## src/design/smm_ram.sv

```systemverilog
// Generic single-write, single-read RAM with a registered read port.
// No package dependencies.
module smm_ram #(
  parameter int WIDTH = 32,
  parameter int DEPTH = 64
) (
  input  logic                     clk_i,
  input  logic                     we_i,
  input  logic [$clog2(DEPTH)-1:0] waddr_i,
  input  logic [WIDTH-1:0]         wdata_i,
  input  logic                     re_i,
  input  logic [$clog2(DEPTH)-1:0] raddr_i,
  output logic [WIDTH-1:0]         rdata_o
);

  logic [WIDTH-1:0] mem_q [DEPTH];
  logic [WIDTH-1:0] rdata_q;

  always_ff @(posedge clk_i) begin
    if (we_i) begin
      mem_q[waddr_i] <= wdata_i;
    end
    if (re_i) begin
      rdata_q <= mem_q[raddr_i];
    end
  end

  assign rdata_o = rdata_q;

endmodule

```

## config.mk

```make
export PLATFORM = sky130hd
export DESIGN_NAME = smm_ram
export DESIGN_NICKNAME = d
export VERILOG_FILES = /design/src/design/smm_ram.sv
export SDC_FILE = /design/constraint.sdc
export NUM_CORES = 2
export LEC_CHECK = 0
export BUFFER_PORTS_ARGS = -buffer_cell sky130_fd_sc_hd__buf_4
export CAP_MARGIN = 20
export CORE_ASPECT_RATIO = 1.2
export CORE_UTILIZATION = 65
export CTS_CLUSTER_SIZE = 12
export DETAILED_ROUTE_END_ITERATION = 6
export PLACE_DENSITY_LB_ADDON = 0.15
export SYNTH_ARGS = -nofsm -noshare
export SYNTH_HDL_FRONTEND = slang
export SYNTH_SLANG_ARGS = --single-unit
```

## constraint.sdc

```tcl
create_clock -name clk_i -period 8.2 [get_ports clk_i]
set_input_delay 1.64 -clock clk_i [delete_from_list [all_inputs] [get_ports clk_i]]
set_output_delay 1.64 -clock clk_i [all_outputs]
set_load 0.005 [all_outputs]
```

-- Word-level counts from Yosys, hierarchy flattened
Memory sizes are Yosys's and may differ from the RTL's. A register that Yosys moved wholly into a read port is not among the register bits.
Index checks and enable logic that the tools add are counted.
- bits of input ports: 47
- word-level logic and storage cells: 3
- bits in writable memories: 2048
- latch bits: 0
- flip-flop bits (word level): 0
- output and inout port bits: 32
- memories kept: 1
- bits in read-only memories: 0
- equality and inequality tests: 0
- multipliers: 0
- shifts and indexed selects: 0
- bitwise operators: 0
- multiplexer cells: 2
- div/mod/pow operators: 0
- add/sub/neg operators: 0
- reductions and logical operators: 0
- magnitude comparators: 0
- memory list (memory ; depth ; bits a word ; rd ports ; clocked after Yosys merged registers in ; wr ports ; line ; source):
    mem_q ; 64 ; 32 ; 1 ; 1 ; 1 ; 16 ; logic [WIDTH-1:0] mem_q [DEPTH];
- operators with widths (cell ; number):
    1-bit 2-to-1 mux ; 2

-- Logic depth before layout (Yosys ltp)
- word-level depth: 2
- gate-level depth with buffers: 10
- gate-level depth less buffers: 5

-- Worst setup path after synthesis
OpenSTA, ideal clock, no wires.
- kind: input port to flip-flop
- start point: input waddr_i[3]
- end point: memory mem_q[48][0] (enable)
- path slack: 3400 ps
- cell stages on the path: 4
- required time: 7739 ps
- path buffers: 1
- data arrival time: 4339 ps
- library setup time: 461 ps
- path through: clkbuf_1 nor2b_1 nand4b_1 nor3_1
- RTL lines (element ; line ; source):
    from (decl) ; 9 ; input logic [$clog2(DEPTH)-1:0] waddr_i,
    to (decl) ; 16 ;
Straight into the memory's write port.

==> summary.md <==
| Metric | Value |
|---|---|
| Status | `complete, no violations` |
| GRT overflow | `0` |
| Clock buffer count from CTS | `195` |
| 1st-iter DRT viols | `5,349` |
| Netlist cell types | `33` |
| ANT cells | `0` |
| Setup bufs post-CTS | `0` |
| Asr flop ratio synth | `0` |
| Syn nets | `3,371` |
| Vias in the first global route | `38,000` |
| Met3 routed WL | `20.4 mm` |
| DPL Wire Length | `100 mm` |
| Most frequent cell after synthesis | `edfxtp_1` |
| Syn avg cell area | `23.7 µm²` |
| Min-delay worst type | `flip-flop to flip-flop` |
| Max Slew Vio Count | `0` |
| Fin crit period | `4.57 ns` |
| Crit-path leading delay family | `buffers and inverters` |
| Gr usage total | `0.324` |
| Initial core utilization | `0.657` |
| FF+latch area | `62,500 µm²` |
| Die width | `320 µm` |
| Cell row count | `139` |
| Critical Path Start Type | `input port` |
| CP most frequent cell | `mux4_2` |
| Synth warn | `0` |
| Slew headroom | `0.293` |
| CP max FO | `97` |
| Bufs on Longest Clock Path | `3` |
| CTS resizes | `0` |
| Total wire length | `194 mm` |
| RSZ-0062 raised after global routing | `no` |
| Total I/O pin count | `79` |
| DR vias | `37,200` |
| Area delta synth->final | `10.4%` |
| Largest stage delay, worst path | `0.70 ns` |
| Number of synthesized flops with an enable pin | `2,080` |
| Placed cell count | `4,865` |
| Share of layout cells above drive strength 1 | `0.281` |
| Final cell count without fillers | `5,115` |
| Post-route ant nets | `0` |
| Worst-Skew Late Latency | `0.83 ns` |
| F_max | `0.219 GHz` |
| Layout Skew | `0.0302 ns` |
| H-Tree Depth | `4` |
| Hold Vio Cnt, Final | `0` |
| Die Y | `384 µm` |
| Met2 WL post-DR | `95.3 mm` |
| Cell Pwr Density | `239 nW/µm²` |
| Max_cap viols | `0` |
| Die area | `123,000 µm²` |
| Largest net degree at the start of global routing | `134` |
| Drt wl/cell | `37.9 µm` |
| Seq/Total Area, Yosys | `0.792` |
| Global-route wire length before repair | `272 mm` |
| Clock Root Buffer | `clkbuf_16` |
| CP Cell Sequence | `buf_8, buf_12, mux4_2, mux4_2, o22ai_1, nor2_1` |
| Share of the synthesized area in the top cell type | `0.792` |
| Main area contributors after synthesis | `edfxtp_1 (79%), mux4_2 (16%), mux2i_1 (1.2%)` |
| Kind of critical path | `input port to flip-flop` |
| Yosys top cell by area | `edfxtp_1` |
| Placeable core area | `120,000 µm²` |
| Top sig layer | `met5` |
| Mapped cell area | `78,800 µm²` |
| Post-CTS Hold Fix Bufs | `0` |
| Max VDD drop | `0.193 mV` |
| R2R Setup Slk | `5.75 ns` |
| Synth Instances | `3,324` |
| Lkg Pwr | `26.9 nW` |
| M1 WL | `67.3 mm` |
| CP max stage cell | `buf_8` |
| Area of the multi-input gates | `16,000 µm²` |
| WP buf/inv | `2` |
| Antenna violations before repair | `14` |
| Clk slew on worst S/H paths | `0.06 ns` |
| Clock sinks | `2,080` |
| Sum Neg Setup Slack | `0 ns` |
| Actual slew at the worst max-slew pin | `1.06 ns` |
| Final period util | `0.557` |
| Post-route DRC | `0` |
| Gpl congestion | `0.811` |
| CTS tree | `yes` |
| Main synth FF type | `edfxtp_1` |
| Port bufs | `78` |
| Worst EP required | `8.75 ns` |
| Register bit total from synthesis | `2,080` |
| Top cells by count, synth | `edfxtp_1 (2,080), mux4_2 (544), nor2_1 (137)` |
| Worst setup EP type | `flip-flop` |
| Arrival @ worst endpoint | `5.12 ns` |
| Fillers | `6,603` |
| DR pass1 iterations | `6` |
| Setup Viol. Count Final | `0` |
| Final-stage net count | `3,559` |
| DR vias/cell | `7.26` |
==> cell usage in the layout (no fill, tap or decap), types with 3 or more instances in the layout <==
master and n:
a21oi_1 62, a22oi_1 12, a311oi_1 8, a41o_1 4, and3_1 4, buf_12 7
buf_4 162, buf_8 3, clkbuf_1 30, clkbuf_16 199, clkinv_1 7, clkinv_8 4
edfxtp_1 2080, inv_6 7, mux2i_1 93, mux4_2 544, nand2_1 25, nand2b_1 8
nand3_1 5, nand3b_1 5, nor2_1 74, nor2_4 62, nor2b_1 14, nor3_1 5
o221ai_1 27, o22ai_1 84, o32ai_1 4, or3_1 3, or3b_2 3
==> stage by stage <==
stage | cell area, µm² | setup slack [ns] | hold slack [ns] | util | power [mW]
2_1_floorplan | 78800 | 3.40 | 0.750 | - | 12.6
3_5_place_dp | 81800 | 2.82 | 0.833 | 0.681 | 13.1
4_1_cts | 87000 | 3.70 | 0.851 | 0.725 | 20.9
5_1_grt | 87100 | 3.42 | 0.902 | 0.726 | 21.3
6_report | 87100 | 3.63 | 0.841 | 0.726 | 20.8
3_3_place_gp | 81800 | 2.85 | 0.860 | 0.681 | 13.1
==> sequential cells by signal, summed over array words and instances, names as in the netlist <==
register,flops
rdata_o,32
mem_q,2048
==> final timing paths <==
path                 start     endpoint  cells past startpoint
max             raddr_i[0]  rdata_o[22]                      6
max reg2reg  mem_q[47][16]  rdata_o[16]                      5
min           mem_q[29][4]   rdata_o[4]                      4
min reg2reg   mem_q[29][4]   rdata_o[4]                      4
==> where the power goes <==
group          internal, mW  switching, mW  total (mW)
registers              11.8         0.0358        11.8
logic                 0.389          0.700        1.09
clock network          4.32           3.60        7.92
==> layout make-up <==
cell class,count,share of cell area
Timing Repair Buffer,173,0.0164
Clock inverter,20,0.00194
Sequential cell,2080,0.717
Multi-Input combinational cell,1062,0.183
Clock buffer,229,0.0585
Tap cell,1551,0.0223
==> worst register-to-register path: cells and delay by family, from the launching register on <==
family | cells | cell delay [ns]
flops | 1 | 0.36
compound gates | 2 | 0.97
mux | 2 | 0.69
simple gates | 1 | 0.13
==> routing by layer <==
metal,up-vias,global-route usage
met5,-,0
met4,10,0.167
met3,436,0.0627
met2,2407,0.518
met1,19800,0.435
li1,14500,-
==> logic make-up after synthesis <==
kind of cell / Yosys count / share of synthesized area
flip-flops: 2080 / 0.792
AO/OA/AOI/OAI: 202 / 0.0167
AND/OR/NAND/NOR: 223 / 0.0126
buffers and inverters: 182 / 0.0112
multiplexers: 637 / 0.167
Note: power is estimated with default switching activity, not from simulation.
