### src/design/smm_pkg.sv
// Shared constants, types and helpers for the small matrix multiply block.
// Used by the channel interfaces and every design module except smm_ram; no dependencies.
package smm_pkg;

  localparam int MAX_DIM   = 8;
  localparam int MAX_ELEMS = 64;
  localparam int FRAC_BITS = 16;

  localparam int CFG_W  = 4;
  localparam int CIDX_W = 2;
  localparam int ROW_W  = 3;
  localparam int VAL_W  = 32;
  localparam int OP_W   = 2;

  localparam int IDX_W  = $clog2(MAX_DIM);
  localparam int DIM_W  = $clog2(MAX_DIM + 1);
  localparam int ADDR_W = $clog2(MAX_ELEMS);
  localparam int LD_W   = ROW_W + IDX_W + 1;
  localparam int PROD_W = 2 * VAL_W;
  localparam int ACC_W  = PROD_W + IDX_W;

  localparam logic [ACC_W-1:0] RND_HALF =
      (FRAC_BITS > 0) ? (ACC_W'(1) << (FRAC_BITS - 1)) : '0;
  localparam logic [VAL_W-1:0] SAT_MAX = {1'b0, {(VAL_W - 1){1'b1}}};
  localparam logic [VAL_W-1:0] SAT_MIN = {1'b1, {(VAL_W - 1){1'b0}}};

  typedef enum logic [OP_W-1:0] {
    OP_LOAD_A  = 2'd0,
    OP_LOAD_B  = 2'd1,
    OP_COMPUTE = 2'd2
  } op_e;

  typedef enum logic [CIDX_W-1:0] {
    CFG_A_ROWS = 2'd0,
    CFG_A_COLS = 2'd1,
    CFG_B_ROWS = 2'd2,
    CFG_B_COLS = 2'd3
  } cfg_idx_e;

  typedef enum logic [1:0] {
    ST_IDLE,
    ST_WAIT,
    ST_ISSUE,
    ST_DRAIN
  } ctrl_state_e;

  typedef struct packed {
    logic valid;
    logic first;
    logic lastk;
  } mac_tag_t;

  typedef struct packed {
    logic             load;
    logic             dim_error;
    logic             last;
    logic [ROW_W-1:0] row;
    logic [ROW_W-1:0] col;
  } out_ctl_t;

  function automatic logic [DIM_W-1:0] clamp_dim(input logic [CFG_W-1:0] d);
    logic [DIM_W-1:0] r;
    if (d == '0) begin
      r = DIM_W'(1);
    end else if (32'(d) > MAX_DIM) begin
      r = DIM_W'(MAX_DIM);
    end else begin
      r = DIM_W'(d);
    end
    return r;
  endfunction

endpackage

### src/design/smm_ctrl.sv
// Sequencer that walks rows, columns and the inner index of the product.
// Depends on smm_pkg for dimension clamping, states and control structs.
module smm_ctrl import smm_pkg::*; (
  input  logic              clk_i,
  input  logic              rst_ni,
  input  logic              start_i,
  input  logic [CFG_W-1:0]  a_rows_i,
  input  logic [CFG_W-1:0]  a_cols_i,
  input  logic [CFG_W-1:0]  b_rows_i,
  input  logic [CFG_W-1:0]  b_cols_i,
  input  logic              out_busy_i,
  input  logic              res_valid_i,
  output logic              idle_o,
  output logic [ADDR_W-1:0] rd_a_addr_o,
  output logic [ADDR_W-1:0] rd_b_addr_o,
  output mac_tag_t          tag_o,
  output out_ctl_t          out_ctl_o
);

  ctrl_state_e      state_q, state_d;
  logic [IDX_W-1:0] i_q, i_d, j_q, j_d, k_q, k_d;
  logic             err_q, err_d;
  logic [DIM_W-1:0] ar, ac, br, bc;
  logic             lastk, last_j, last_elem;

  always_ff @(posedge clk_i or negedge rst_ni) begin
    if (!rst_ni) begin
      state_q <= ST_IDLE;
      i_q     <= '0;
      j_q     <= '0;
      k_q     <= '0;
      err_q   <= 1'b0;
    end else begin
      state_q <= state_d;
      i_q     <= i_d;
      j_q     <= j_d;
      k_q     <= k_d;
      err_q   <= err_d;
    end
  end

  always_comb begin
    ar        = clamp_dim(a_rows_i);
    ac        = clamp_dim(a_cols_i);
    br        = clamp_dim(b_rows_i);
    bc        = clamp_dim(b_cols_i);
    lastk     = (DIM_W'(k_q) == ac - DIM_W'(1));
    last_j    = (DIM_W'(j_q) == bc - DIM_W'(1));
    last_elem = last_j && (DIM_W'(i_q) == ar - DIM_W'(1));

    state_d = state_q;
    i_d     = i_q;
    j_d     = j_q;
    k_d     = k_q;
    err_d   = err_q;
    tag_o   = '0;

    out_ctl_o           = '0;
    out_ctl_o.row       = ROW_W'(i_q);
    out_ctl_o.col       = ROW_W'(j_q);
    out_ctl_o.last      = last_elem;

    unique case (state_q)
      ST_IDLE: begin
        if (start_i) begin
          i_d     = '0;
          j_d     = '0;
          k_d     = '0;
          err_d   = (ac != br);
          state_d = ST_WAIT;
        end
      end
      ST_WAIT: begin
        if (!out_busy_i) begin
          if (err_q) begin
            out_ctl_o.load      = 1'b1;
            out_ctl_o.dim_error = 1'b1;
            out_ctl_o.last      = 1'b1;
            out_ctl_o.row       = '0;
            out_ctl_o.col       = '0;
            state_d             = ST_IDLE;
          end else begin
            k_d     = '0;
            state_d = ST_ISSUE;
          end
        end
      end
      ST_ISSUE: begin
        tag_o.valid = 1'b1;
        tag_o.first = (k_q == '0);
        tag_o.lastk = lastk;
        k_d         = k_q + IDX_W'(1);
        if (lastk) begin
          state_d = ST_DRAIN;
        end
      end
      ST_DRAIN: begin
        if (res_valid_i) begin
          out_ctl_o.load = 1'b1;
          if (last_elem) begin
            state_d = ST_IDLE;
          end else begin
            if (last_j) begin
              j_d = '0;
              i_d = i_q + IDX_W'(1);
            end else begin
              j_d = j_q + IDX_W'(1);
            end
            state_d = ST_WAIT;
          end
        end
      end
      default: begin
        state_d = ST_IDLE;
      end
    endcase
  end

  assign idle_o      = (state_q == ST_IDLE);
  assign rd_a_addr_o = ADDR_W'(i_q * MAX_DIM + k_q);
  assign rd_b_addr_o = ADDR_W'(k_q * MAX_DIM + j_q);

endmodule

### config.mk
export PLATFORM = sky130hd
export DESIGN_NAME = smm_ctrl
export DESIGN_NICKNAME = d
export VERILOG_FILES = /design/src/design/smm_pkg.sv /design/src/design/smm_ctrl.sv
export SDC_FILE = /design/constraint.sdc
export NUM_CORES = 1
export LEC_CHECK = 0
export ABC_AREA = 1
export BUFFER_PORTS_ARGS = -buffer_cell sky130_fd_sc_hd__buf_2
export CAP_MARGIN = 10
export CORE_MARGIN = 2
export CORE_UTILIZATION = 50
export DETAILED_ROUTE_END_ITERATION = 7
export GPL_TIMING_DRIVEN = 0
export PLACE_DENSITY = 0.8
export SLEW_MARGIN = 5
export SYNTH_ARGS = -nofsm -noshare
export SYNTH_HDL_FRONTEND = slang
export SYNTH_SLANG_ARGS = --single-unit
### constraint.sdc
create_clock -name clk_i -period 3.55 [get_ports clk_i]
set_clock_uncertainty 0.2 [all_clocks]
set_input_delay 1.065 -clock clk_i [delete_from_list [all_inputs] [get_ports clk_i]]
set_output_delay 1.065 -clock clk_i [all_outputs]
set_load 0.1 [all_outputs]
# Yosys cells after proc, flatten, opt, wreduce, memory -nomap -nowiden
# Index checks and enable logic that the tools add are counted.
# W data, S select, Z words.
[classes]
addsub = 8
magnitude_cmp = 4
n_eq_ne = 14
muxes = 33
n_reduce_logical = 14
[op_table]
columns = ["op", "n"]
rows = [
  ["$mux W4", 8],
  ["$mux W3", 10],
  ["$mux W9", 2],
  ["$gt A4 B4 Y1 const B", 4],
  ["$logic_not A4 Y1", 4],
  ["$ne A2 B2 Y1 const B", 7],
  ["$add A6 B3 Y6", 2],
  ["$eq A3 B4 Y1", 3],
  ["$pmux W3 S2", 2],
  ["$reduce_and A4 Y1", 3],
  ["$sub A4 B1 Y4 const B", 3],
  ["$mux W2", 5],
  ["$add A3 B1 Y3 const B", 3],
  ["$pmux W3 S3", 1],
  ["$mux W8", 1],
  ["$pmux W2 S4", 1],
  ["$reduce_and A5 Y1", 1],
  ["$eq A2 B2 Y1 const B", 2],
  ["$ne A4 B4 Y1", 1],
  ["$logic_not A3 Y1", 1],
  ["$reduce_bool A3 Y1", 1],
  ["$eq A2 B1 Y1 const B", 1],
  ["$logic_not A2 Y1", 1],
  ["$mux W1", 2],
  ["4 further kinds", 4],
]
[totals]
reg_bits = 12
input_bits = 21
out_inout_bits = 25
wordCells = 78

# Logic depth before layout (Yosys ltp)
[depth]
word_depth = 9
ltp_mapped = 16
ltp_nobuf = 16

# Worst setup path before layout
# No wires, ideal clock.
[synth_path]
path_type = "flip-flop to output port"
startpoint = "register state_q[0]"
endpoint = "output port tag_o[0] (netlist name)"
t_arrival_ps = 4200
required_time_ps = 2285
path_slack_ps = -1915
stages_incl_launch_ff = 4
n_path_buf = 0
path_cell_list = "dfrtp_1 nor2_1 inv_1 nor3_1"
[synth_lines]
columns = ["item", "line_no", "text"]
rows = [
  ["start, declared", "smm_ctrl.sv:20", "ctrl_state_e state_q, state_d;"],
  ["start signal, assigned", "smm_ctrl.sv:34", "state_q <= state_d;"],
  ["end, declared", "smm_ctrl.sv:16", "output mac_tag_t tag_o,"],
]

==> metrics.md <==
| Metric | Value |
|---|---|
| Initial antenna violation count | `0` |
| Number of global-route vias before repair | `1571` |
| Post-synthesis mux area share | `0%` |
| Die area | `3050 sq um` |
| CTS tree | `done` |
| Core outline area | `2480 sq um` |
| Violated checks | `negative setup slack` |
| Clock Latency Late Sink | `0.28 ns` |
| Setup TNS Final | `-0.274 ns` |
| Drt drc | `0` |
| Crit path time final | `3.72 ns` |
| Total grt overflow | `0` |
| Initial drt markers | `59` |
| CP arrival | `2.46 ns` |
| Cell variety after synth | `25` |
| First-pass GRT wire length | `6400 microns` |
| Die Span Y | `55.2 microns` |
| Largest net degree at the start of global routing | `13` |
| Slew headroom | `66.8%` |
| Power Total | `1.39 mW` |
| Sequential fraction of the synthesis area | `22.9%` |
| PortBufs | `45` |
| Final hold violation count | `0` |
| Final wirelength | `4580 microns` |
| WS Path Type | `in2out` |
| Post-Syn Nets | `230` |
| Max Freq | `0.269 GHz` |
| Cell area after synthesis | `1310 sq um` |
| Per-cell routed wire length | `14.6 microns` |
| # clock sinks | `12` |
| H-Tree Depth | `1` |
| Area growth from synthesis to layout | `64.7%` |
| Root Driver | `clkbuf_4` |
| Leading cell types in the layout, fill and taps excluded | `38 x nand2_1, 38 x buf_2, 35 x buf_4, 25 x inv_1, 24 x nand2_2` |
| Simple-Gate Fraction of Synth Area | `43.3%` |
| Rows | `18` |
| Ratio of cells with drive above 1 in the final layout | `55.3%` |
| Crit path launch type | `input port` |
| Tcrit/Tclk final | `105%` |
| Final net count | `313` |
| Leakage | `1.15 nW` |
| XOR/XNOR Fraction of Synth Area | `5.35%` |
| Crit path max fanout | `2` |
| FILL cells | `150` |
| Post-Synthesis Cells | `202` |
| Die width | `55.2 microns` |
| CP endpoint kind | `primary output` |
| Dpl ws | `-0.435 ns` |
| I/O pin count | `46` |
| Post-DP HPWL | `2460 microns` |
| Yosys reg bits | `12` |
| Largest family of logic cells by synthesized area | `simple AND/OR/NAND/NOR gates` |
| CTS Hold Bufs | `0` |
| Synth Area in Adders | `6.69%` |
| Setup Viol. Count Final | `2` |
| RSZ-0062 raised after global routing | `yes` |
| Fin area | `2160 sq um` |
| Global-route usage over all layers | `30.1%` |
| CTS buffer count | `3` |
| Synth Area in Compound Gates | `10.0%` |
| Worst EP required | `2.28 ns` |
| Via Count | `1711` |
| ANT cells | `0` |
| Routability Congestion | `0.776` |
| Ys Warns | `0` |
| Min-delay worst type | `reg2reg` |
| Post-DP Area | `1690 sq um` |
| Avg Vias per Cell | `5.45` |
| Reg clk slew, reported paths | `0.09 ns` |
| Pre-Repair DR Iteration Count | `4` |
| Worst-margin pin slew | `0.502 ns` |
| Final Slew Violations | `0` |
| Initial core utilization | `52.9%` |
| Outcome | `finished, violations left` |
| Max cap viols | `0` |
| Longest Clk Path Bufs | `2` |
| Worst Hold Slack | `0.338 ns` |
| Detail Route Antenna Nets | `0` |
| Setup slack after layout | `-0.173 ns` |
| Max VDD drop | `0.643 mV` |
| Syn Area/Cell | `6.49 sq um` |
| Power per Cell Area | `645 nW/um^2` |
worst paths after layout:
path | from | end | slack, ns | cells past startpoint
min in group asynchronous | rst_ni | i_q[2] | 0.45 | 1
max in group asynchronous | rst_ni | j_q[0] | 2.46 | 1
setup reg to reg | i_q[2] | j_q[2] | 0.89 | 20
hold / removal | err_q | flip-flop | 0.34 | 3
hold reg to reg | err_q | flip-flop | 0.34 | 3
setup / recovery | a_rows_i[1] | out_ctl_o[6] | -0.17 | 8
registers in the layout, indices dropped and copies added, names as in the netlist, named ones only:
name     flops
err_q        1
i_q          3
j_q          3
k_q          3
state_q      1
kinds of logic (layout without fill, tap and decap cells):
logic type	count (synthesis)	count (layout)
AOI/OAI and AO/OA	20	20
and+or+nand+nor	117	117
adders and majority gates	7	7
buffers and inverters	38	120
DFF	12	12
xor gates and xnor gates	8	8
power breakdown:
group | switching (mW) | leakage, nW | internal [mW] | total, mW
sequential | 0.0562 | 0.159 | 0.170 | 0.226
combinational | 0.787 | 0.967 | 0.263 | 1.05
clock | 0.0517 | 0.0210 | 0.0623 | 0.114
Yosys cell counts:
library cell  count  area, sq um
xnor2_1           2         17.5
nand2_1          53          199
o21bai_1          2         15.0
nor2_4            3         33.8
o21ai_0           4         20.0
o21ai_2           5         43.8
o22ai_1           1         6.26
nor3_1            4         20.0
inv_2             6         22.5
xor2_1            6         52.6
nand2_2           9         56.3
inv_1            29          109
o21ai_1           3         15.0
nand3_1          12         60.1
nand3_4           1         17.5
o21bai_2          1         11.3
nor2_1           24         90.1
nand3_2           3         30.0
nor2_2            1         6.26
buf_4             3         22.5
a21oi_1           4         20.0
ha_1              7         87.6
nand4_1           5         31.3
nand2_4           2         22.5
dfrtp_1          12          300
critical path, cell delays in order:
cell,delay (ns)
buf_8,0.10
o21bai_4,0.14
nand2_2,0.08
ha_4,0.28
xor2_2,0.16
nand4_1,0.20
o21ai_4,0.23
buf_12,0.19
area by class of cell:
class,instances,area (sq um),share of cell area (%)
buffer,3,22.5,1.04
sequential,12,300,13.9
inverter,35,134,6.21
clock buffer,4,36.3,1.68
multi-input combinational,152,1080,49.9
timing repair buffer,78,549,25.5
tap,30,37.5,1.74
repair_timing:
item | 4_1_cts | 5_1_grt
gates resized for setup | 25 | 20
gates cloned | 0 | 0
buffers inserted | 34 | 4
pin swaps | 17 | 14
setup endpoints to repair | 2 | 9
endpoints found under the hold margin | 0 | 0
routing by layer:
layer  share of wire [%]  global-route usage [%]
met4                 6.3                    22.4
met1                  36                    26.8
met3                 5.9                    5.65
met2                  52                    58.7
met5                   0                       0
per-stage QoR:
| step | utilization [%] | cells |
|---|---|---|
| finish | 87.1 | 314 |
| global route | 87.1 | 314 |
| CTS | 84.2 | 315 |
| detailed placement | 68.1 | 277 |
| global placement | 68.1 | 277 |
| floorplan | - | 202 |
No activity file was read; power rests on OpenSTA's default activity.
