File: src/design/smm_pkg.sv
// Shared constants, types and helpers for the small matrix multiply block.
// Used by the channel interfaces and every design module except smm_ram; no dependencies.
package smm_pkg;

  localparam int MAX_DIM   = 8;
  localparam int MAX_ELEMS = 64;
  localparam int FRAC_BITS = 16;

  localparam int CFG_W  = 4;
  localparam int CIDX_W = 2;
  localparam int ROW_W  = 3;
  localparam int VAL_W  = 32;
  localparam int OP_W   = 2;

  localparam int IDX_W  = $clog2(MAX_DIM);
  localparam int DIM_W  = $clog2(MAX_DIM + 1);
  localparam int ADDR_W = $clog2(MAX_ELEMS);
  localparam int LD_W   = ROW_W + IDX_W + 1;
  localparam int PROD_W = 2 * VAL_W;
  localparam int ACC_W  = PROD_W + IDX_W;

  localparam logic [ACC_W-1:0] RND_HALF =
      (FRAC_BITS > 0) ? (ACC_W'(1) << (FRAC_BITS - 1)) : '0;
  localparam logic [VAL_W-1:0] SAT_MAX = {1'b0, {(VAL_W - 1){1'b1}}};
  localparam logic [VAL_W-1:0] SAT_MIN = {1'b1, {(VAL_W - 1){1'b0}}};

  typedef enum logic [OP_W-1:0] {
    OP_LOAD_A  = 2'd0,
    OP_LOAD_B  = 2'd1,
    OP_COMPUTE = 2'd2
  } op_e;

  typedef enum logic [CIDX_W-1:0] {
    CFG_A_ROWS = 2'd0,
    CFG_A_COLS = 2'd1,
    CFG_B_ROWS = 2'd2,
    CFG_B_COLS = 2'd3
  } cfg_idx_e;

  typedef enum logic [1:0] {
    ST_IDLE,
    ST_WAIT,
    ST_ISSUE,
    ST_DRAIN
  } ctrl_state_e;

  typedef struct packed {
    logic valid;
    logic first;
    logic lastk;
  } mac_tag_t;

  typedef struct packed {
    logic             load;
    logic             dim_error;
    logic             last;
    logic [ROW_W-1:0] row;
    logic [ROW_W-1:0] col;
  } out_ctl_t;

  function automatic logic [DIM_W-1:0] clamp_dim(input logic [CFG_W-1:0] d);
    logic [DIM_W-1:0] r;
    if (d == '0) begin
      r = DIM_W'(1);
    end else if (32'(d) > MAX_DIM) begin
      r = DIM_W'(MAX_DIM);
    end else begin
      r = DIM_W'(d);
    end
    return r;
  endfunction

endpackage

File: src/design/smm_mac.sv
// Shared multiply-accumulate unit: registered multiply, wide accumulate, round and saturate.
// Depends on smm_pkg for widths, tag type and rounding constants.
module smm_mac import smm_pkg::*; (
  input  logic                    clk_i,
  input  logic                    rst_ni,
  input  mac_tag_t                tag_i,
  input  logic signed [VAL_W-1:0] a_i,
  input  logic signed [VAL_W-1:0] b_i,
  output logic                    res_valid_o,
  output logic [VAL_W-1:0]        res_value_o
);

  mac_tag_t                 tag1_q, tag2_q;
  logic signed [PROD_W-1:0] prod_q;
  logic [ACC_W-1:0]         acc_q, acc_d;
  logic                     done_q;
  logic [ACC_W-1:0]         rnd_q;
  logic                     rndv_q;
  logic signed [ACC_W-1:0]  shifted;
  logic                     in_range;

  always_ff @(posedge clk_i or negedge rst_ni) begin
    if (!rst_ni) begin
      tag1_q <= '0;
      tag2_q <= '0;
      done_q <= 1'b0;
      rndv_q <= 1'b0;
    end else begin
      tag1_q <= tag_i;
      tag2_q <= tag1_q;
      done_q <= tag2_q.valid & tag2_q.lastk;
      rndv_q <= done_q;
    end
  end

  always_comb begin
    acc_d = (tag2_q.first ? '0 : acc_q) + ACC_W'(prod_q);
  end

  always_ff @(posedge clk_i) begin
    if (tag1_q.valid) begin
      prod_q <= a_i * b_i;
    end
    if (tag2_q.valid) begin
      acc_q <= acc_d;
    end
    if (done_q) begin
      rnd_q <= acc_q + RND_HALF;
    end
  end

  always_comb begin
    shifted  = $signed(rnd_q) >>> FRAC_BITS;
    in_range = (&shifted[ACC_W-1:VAL_W-1]) | ~(|shifted[ACC_W-1:VAL_W-1]);
    if (in_range) begin
      res_value_o = shifted[VAL_W-1:0];
    end else if (shifted[ACC_W-1]) begin
      res_value_o = SAT_MIN;
    end else begin
      res_value_o = SAT_MAX;
    end
  end

  assign res_valid_o = rndv_q;

endmodule

File: config.mk
export PLATFORM = sky130hd
export DESIGN_NAME = smm_mac
export DESIGN_NICKNAME = d
export VERILOG_FILES = /design/src/design/smm_pkg.sv /design/src/design/smm_mac.sv
export SDC_FILE = /design/constraint.sdc
export NUM_CORES = 2
export LEC_CHECK = 0
export BUFFER_PORTS_ARGS = -buffer_cell sky130_fd_sc_hd__buf_2
export CORE_ASPECT_RATIO = 1.25
export CORE_MARGIN = 3
export CORE_UTILIZATION = 65
export CTS_CLUSTER_SIZE = 20
export DETAILED_ROUTE_END_ITERATION = 10
export PLACE_DENSITY = 0.86
export SYNTH_ARGS = -nofsm -noshare
export SYNTH_HDL_FRONTEND = slang
export SYNTH_SLANG_ARGS = --single-unit
File: constraint.sdc
create_clock -name clk_i -period 6.37 [get_ports clk_i]
set_input_delay 0.637 -clock clk_i [delete_from_list [all_inputs] [get_ports clk_i]]
set_output_delay 0.637 -clock clk_i [all_outputs]
set_load 0.02 [all_outputs]
**Yosys cells after proc, flatten, opt, wreduce, memory -nomap -nowiden**

Index checks and enable logic that the tools add are counted.

- Logic and storage cells: 22
- Flip-flop bits (word level): 206
- Output and inout bits: 33
- Input port bits: 69

- Muxes and demuxes: 3
- $mul: 1
- $add $sub $neg: 2
- Bitwise operators: 3
- Reduce and logical (&&, ||, !) cells: 2

Operators by type and width:

| cell | count |
|---|---|
| $add 67x16->67 const B | 1 |
| $add 67x67->67 | 1 |
| $mux 67 | 1 |
| $mul 32x32->64 | 1 |
| $mux 32 | 2 |
| $reduce_and 20->1 | 1 |
| $reduce_or 20->1 | 1 |
| $and 1x1->1 | 1 |
| $not 1->1 | 1 |
| $or 1x1->1 | 1 |

**Longest topological paths before layout**

- Word-level depth: 4
- Gate-level depth with buffers: 29
- Mapped depth without buffers: 27

**Worst setup path before layout**

No wires, ideal clock.

- Kind: input -> register
- Start point: input port a_i[31]
- End point: register prod_q[56] (data pin)
- Data required time: 6.232 ns
- Setup time: 0.138 ns
- Slack: -1.777 ns
- Buffers on the path: 1
- Arrival: 8.009 ns
- Stages on the path: 26
- Cell sequence: clkbuf_1 nand2_1 inv_1 fa_1 inv_1 fa_1 inv_1 fa_1 fa_1 inv_1 fa_1 inv_1 fa_1 inv_1 fa_1 inv_1 fa_1 ha_1 a21o_1 a21o_1 a21oi_1 o21ai_0 a221o_1 a21o_1 or4_1 nand4_1

- Longest elaborated chain between the ends: 1

Ends and longest elaborated chain:

| what | RTL line | RTL |
|---|---|---|
| start: declaration | smm_mac.sv:7 | `input logic signed [VAL_W-1:0] a_i,` |
| $mul 32x32->64 | smm_mac.sv:42 | `prod_q <= a_i * b_i;` |
| end signal: assignment | smm_mac.sv:42 |  |
| end: declaration | smm_mac.sv:14 | `logic signed [PROD_W-1:0] prod_q;` |

No other way between the ends.
A chain may end at the register's enable or synchronous reset.

**Final worst setup path**

- Start point: input port a_i[30]
- End point: register prod_q[61] (data pin)

The elaborated chain is that of the path after synthesis.

==> flow_summary.ini <==
[logic_synthesis]
ys_dominant_reg_cell = sky130_fd_sc_hd__edfxtp_1
synth.distinct_cells = 71
synth_largest_type_area_fraction_pct = 45.72
synth_commonest_cells = sky130_fd_sc_hd__fa_1, sky130_fd_sc_hd__inv_1, sky130_fd_sc_hd__nand2_1, sky130_fd_sc_hd__and2_1, sky130_fd_sc_hd__ha_1
post_synth.cell_area_avg_sq_um = 9.659
synth_edf_count = 182
ys_ff_latch = 190
yosys.area.top_type = sky130_fd_sc_hd__fa_1
mappedNetlistArea_sq_um = 47420
sequential_element_share_of_the_synthesized_area_pct = 11.95
synthArstFlopShare_pct = 4.211
syn_nets = 6312
postSynthCellCount = 4909
netlist_top_cells_area = sky130_fd_sc_hd__fa_1, sky130_fd_sc_hd__edfxtp_1, sky130_fd_sc_hd__inv_1
synth_warnings = 0
synth.most_common_cell = sky130_fd_sc_hd__fa_1

[detailed_routing]
dr.first_iter.drc_count = 5883
drc = 0
detail-route-antenna-nets = 0
average_wire_length_per_cell_after_detail_routing_microns = 27.31
detailedRoute.firstPassIterationCount = 10
drt-vias-per-instance = 6.589
route.vias.total = 41620
totalWireLength_microns = 172500

[die]
floorplan.core_area_sq_um = 72120
initial_core_util_pct = 65.75
die_width_microns = 247.6
io_pins = 102
fp-row-count = 110
fp.dieArea_sq_um = 76250
die_h_microns = 308.0

[critical_path]
path_class = primary input to flip-flop
setup.worst_path.start_class = primary input
arrival_ns = 8.12
critical_path_peak_fanout = 13
regToRegSetupSlack_ns = 1.66
cp_data_required_time_ns = 6.54
end_kind = flip-flop

[grt]
grt_pass1_vias = 42480
number_of_antenna_violations_at_the_first_check_in_global_routing = 5
grt_start_max_net_pins = 69
global_route.usage.total_pct = 37.87
first_pass_grt_wire_length_microns = 223300
gr_overflow_total = 0

[outcome]
violations = negative setup slack
status = finished with violations

[timing]
final.setup.worst_slack_ns = -1.577
slew_violations = 0
worst_clock_skew_ns = 0.01155
setup-violations-final = 51
finalHoldViolations = 0
layout_worst_path_cycle_share_pct = 124.7
achievable-frequency_ghz = 0.1258
final_period_minus_worst_setup_slack_ns = 7.947
timing_worst_slew_pin_value_ns = 1.029
rsz_0062_raised_after_global_routing = yes
maxSlewHeadroom_pct = 31.41

[clock_tree]
maximum_clock_insertion_buffer_count = 2
path_clk_slew_ns = 0.07
cts_made_buffers = 17
cts_tree = done
ctsRootBufferMaster = sky130_fd_sc_hd__clkbuf_16
clk-insertion-delay-late_ns = 0.45
sinks_on_clock_net = 190
cts_htree_levels = 4

[placed_design]
dpl_worst_slack_ns = -1.765
routability_congestion_estimate_from_global_placement = 0.9426
detailedPlacementHpwl_microns = 106200
placement.io_buffers = 101

[job]
drv.max_cap_violation_count = 0

[hold_path]
holdCritPathClass = primary input to flip-flop

[finish]
layout-area-overhead-vs-synth_pct = 19.57
final_nets = 6751
post_route_cells_drive_above_1_share_pct = 21.45
final_core_utilization_pct = 78.62
logic make-up after synthesis:
logic type	Yosys count	synth area share, %
xor gates and xnor gates	179	3.306
buffers and inverters	1259	9.990
AOI/OAI and AO/OA	449	6.196
adders and majority gates	1334	52.35
muxes	3	0.06597
DFF	190	11.95
and+or+nand+nor	1495	16.15
timing repair:
action                                 4_1_cts  5_1_grt
cloned                                       8        7
pin swaps                                  147      280
setup endpoints to repair                   49       51
endpoints found under the hold margin        8        0
setup buffers                               40       59
hold buffers                                 1        0
resized for setup                          296      438
worst max-delay path, cell delays in order:
cell,delay (ns)
sky130_fd_sc_hd__buf_4,0.30
sky130_fd_sc_hd__nand2_1,0.16
sky130_fd_sc_hd__fa_1,0.71
sky130_fd_sc_hd__inv_1,0.13
sky130_fd_sc_hd__fa_1,0.57
sky130_fd_sc_hd__inv_1,0.09
sky130_fd_sc_hd__fa_1,0.53
sky130_fd_sc_hd__fa_1,0.51
sky130_fd_sc_hd__inv_1,0.17
sky130_fd_sc_hd__fa_1,0.48
sky130_fd_sc_hd__fa_1,0.53
sky130_fd_sc_hd__fa_1,0.51
sky130_fd_sc_hd__inv_1,0.08
sky130_fd_sc_hd__fa_1,0.56
sky130_fd_sc_hd__inv_1,0.09
sky130_fd_sc_hd__ha_4,0.28
sky130_fd_sc_hd__buf_4,0.16
sky130_fd_sc_hd__nand3_1,0.10
sky130_fd_sc_hd__nor2_1,0.32
sky130_fd_sc_hd__a32oi_2,0.24
sky130_fd_sc_hd__a21o_1,0.23
sky130_fd_sc_hd__o31a_1,0.29
sky130_fd_sc_hd__buf_4,0.16
sky130_fd_sc_hd__buf_6,0.12
sky130_fd_sc_hd__nand3_4,0.06
sky130_fd_sc_hd__o311ai_4,0.09
sequential cells by signal, summed over array words and instances (netlist names):
register,flops
done_q,1
acc_q,67
prod_q,64
rnd_q,51
tag1_q,3
tag2_q,3
res_valid_o,1
area by class of cell:
| type | instances | area (sq um) |
|---|---|---|
| flip-flops and latches | 190 | 5670 |
| well taps | 952 | 1191 |
| diodes | 3 | 7.507 |
| inverters | 1016 | 3820 |
| repair buffers | 663 | 6545 |
| clock buffers | 18 | 429.2 |
| clock inverters | 14 | 196.4 |
| multi-input cells | 3460 | 38840 |
| fillers | 3591 | 15420 |
through the flow:
| stage | hold WS (ns) | cells | setup TNS (ns) | area, sq um |
|---|---|---|---|---|
| floorplan | 0.3312 | 4909 | -23.38 | 48170 |
| global placement | 0.3363 | 6175 | -51.97 | 52340 |
| detailed placement | 0.3346 | 6175 | -60.22 | 52340 |
| CTS | 0.2751 | 6254 | -22.44 | 54520 |
| global route | 0.2841 | 6313 | -49.00 | 56690 |
| finish | 0.2947 | 6316 | -44.88 | 56700 |
per-layer routing:
layer,track usage (%),share of wire (%),up-vias
met2,63.13,44,4386
met5,0,0.015,-
met4,22.69,12,4
met1,43.80,30,19520
met3,10.33,14,1980
li1,-,-,15730
cell usage in the layout, fill, tap and decap left out, types with 10 or more instances in the layout:
cell type and instances:
sky130_fd_sc_hd__ha_4 46, sky130_fd_sc_hd__xnor2_1 119, sky130_fd_sc_hd__a21o_1 74, sky130_fd_sc_hd__o21ai_0 71
sky130_fd_sc_hd__fa_2 121, sky130_fd_sc_hd__o21a_1 19, sky130_fd_sc_hd__nand3_1 47, sky130_fd_sc_hd__buf_4 412
sky130_fd_sc_hd__buf_16 10, sky130_fd_sc_hd__inv_2 74, sky130_fd_sc_hd__nor2_1 81, sky130_fd_sc_hd__o21bai_1 18
sky130_fd_sc_hd__ha_1 201, sky130_fd_sc_hd__nand2b_1 21, sky130_fd_sc_hd__edfxtp_1 182, sky130_fd_sc_hd__nand4_1 41
sky130_fd_sc_hd__xor2_1 57, sky130_fd_sc_hd__nand2_2 21, sky130_fd_sc_hd__o21ai_2 13, sky130_fd_sc_hd__and2_1 473
sky130_fd_sc_hd__inv_1 940, sky130_fd_sc_hd__and3_1 24, sky130_fd_sc_hd__buf_6 97, sky130_fd_sc_hd__nor3_1 21
sky130_fd_sc_hd__o21ai_1 12, sky130_fd_sc_hd__a21oi_2 31, sky130_fd_sc_hd__a31oi_1 13, sky130_fd_sc_hd__buf_8 30
sky130_fd_sc_hd__clkbuf_16 23, sky130_fd_sc_hd__and2_4 58, sky130_fd_sc_hd__nand2_1 544, sky130_fd_sc_hd__buf_12 62
sky130_fd_sc_hd__buf_2 42, sky130_fd_sc_hd__a21oi_1 88, sky130_fd_sc_hd__nor2b_1 104, sky130_fd_sc_hd__fa_1 962
worst paths after layout:
kind	startpoint	end	depth (start not counted)
min	tag_i[1]	tag1_q[1]$_DFF_PN0_	1
min reg2reg	tag1_q[1]$_DFF_PN0_	tag2_q[1]$_DFF_PN0_	0
max in group asynchronous	rst_ni	done_q$_DFF_PN0_	2
max	a_i[30]	prod_q[61]$_DFFE_PP_	26
max reg2reg	tag2_q[1]$_DFF_PN0_	acc_q[64]$_DFFE_PP_	14
min in group asynchronous	rst_ni	tag1_q[1]$_DFF_PN0_	2
Power is left out: the tool's default activity adds up to more than one toggle a clock period on the data nets, which glitch-free logic cannot reach.
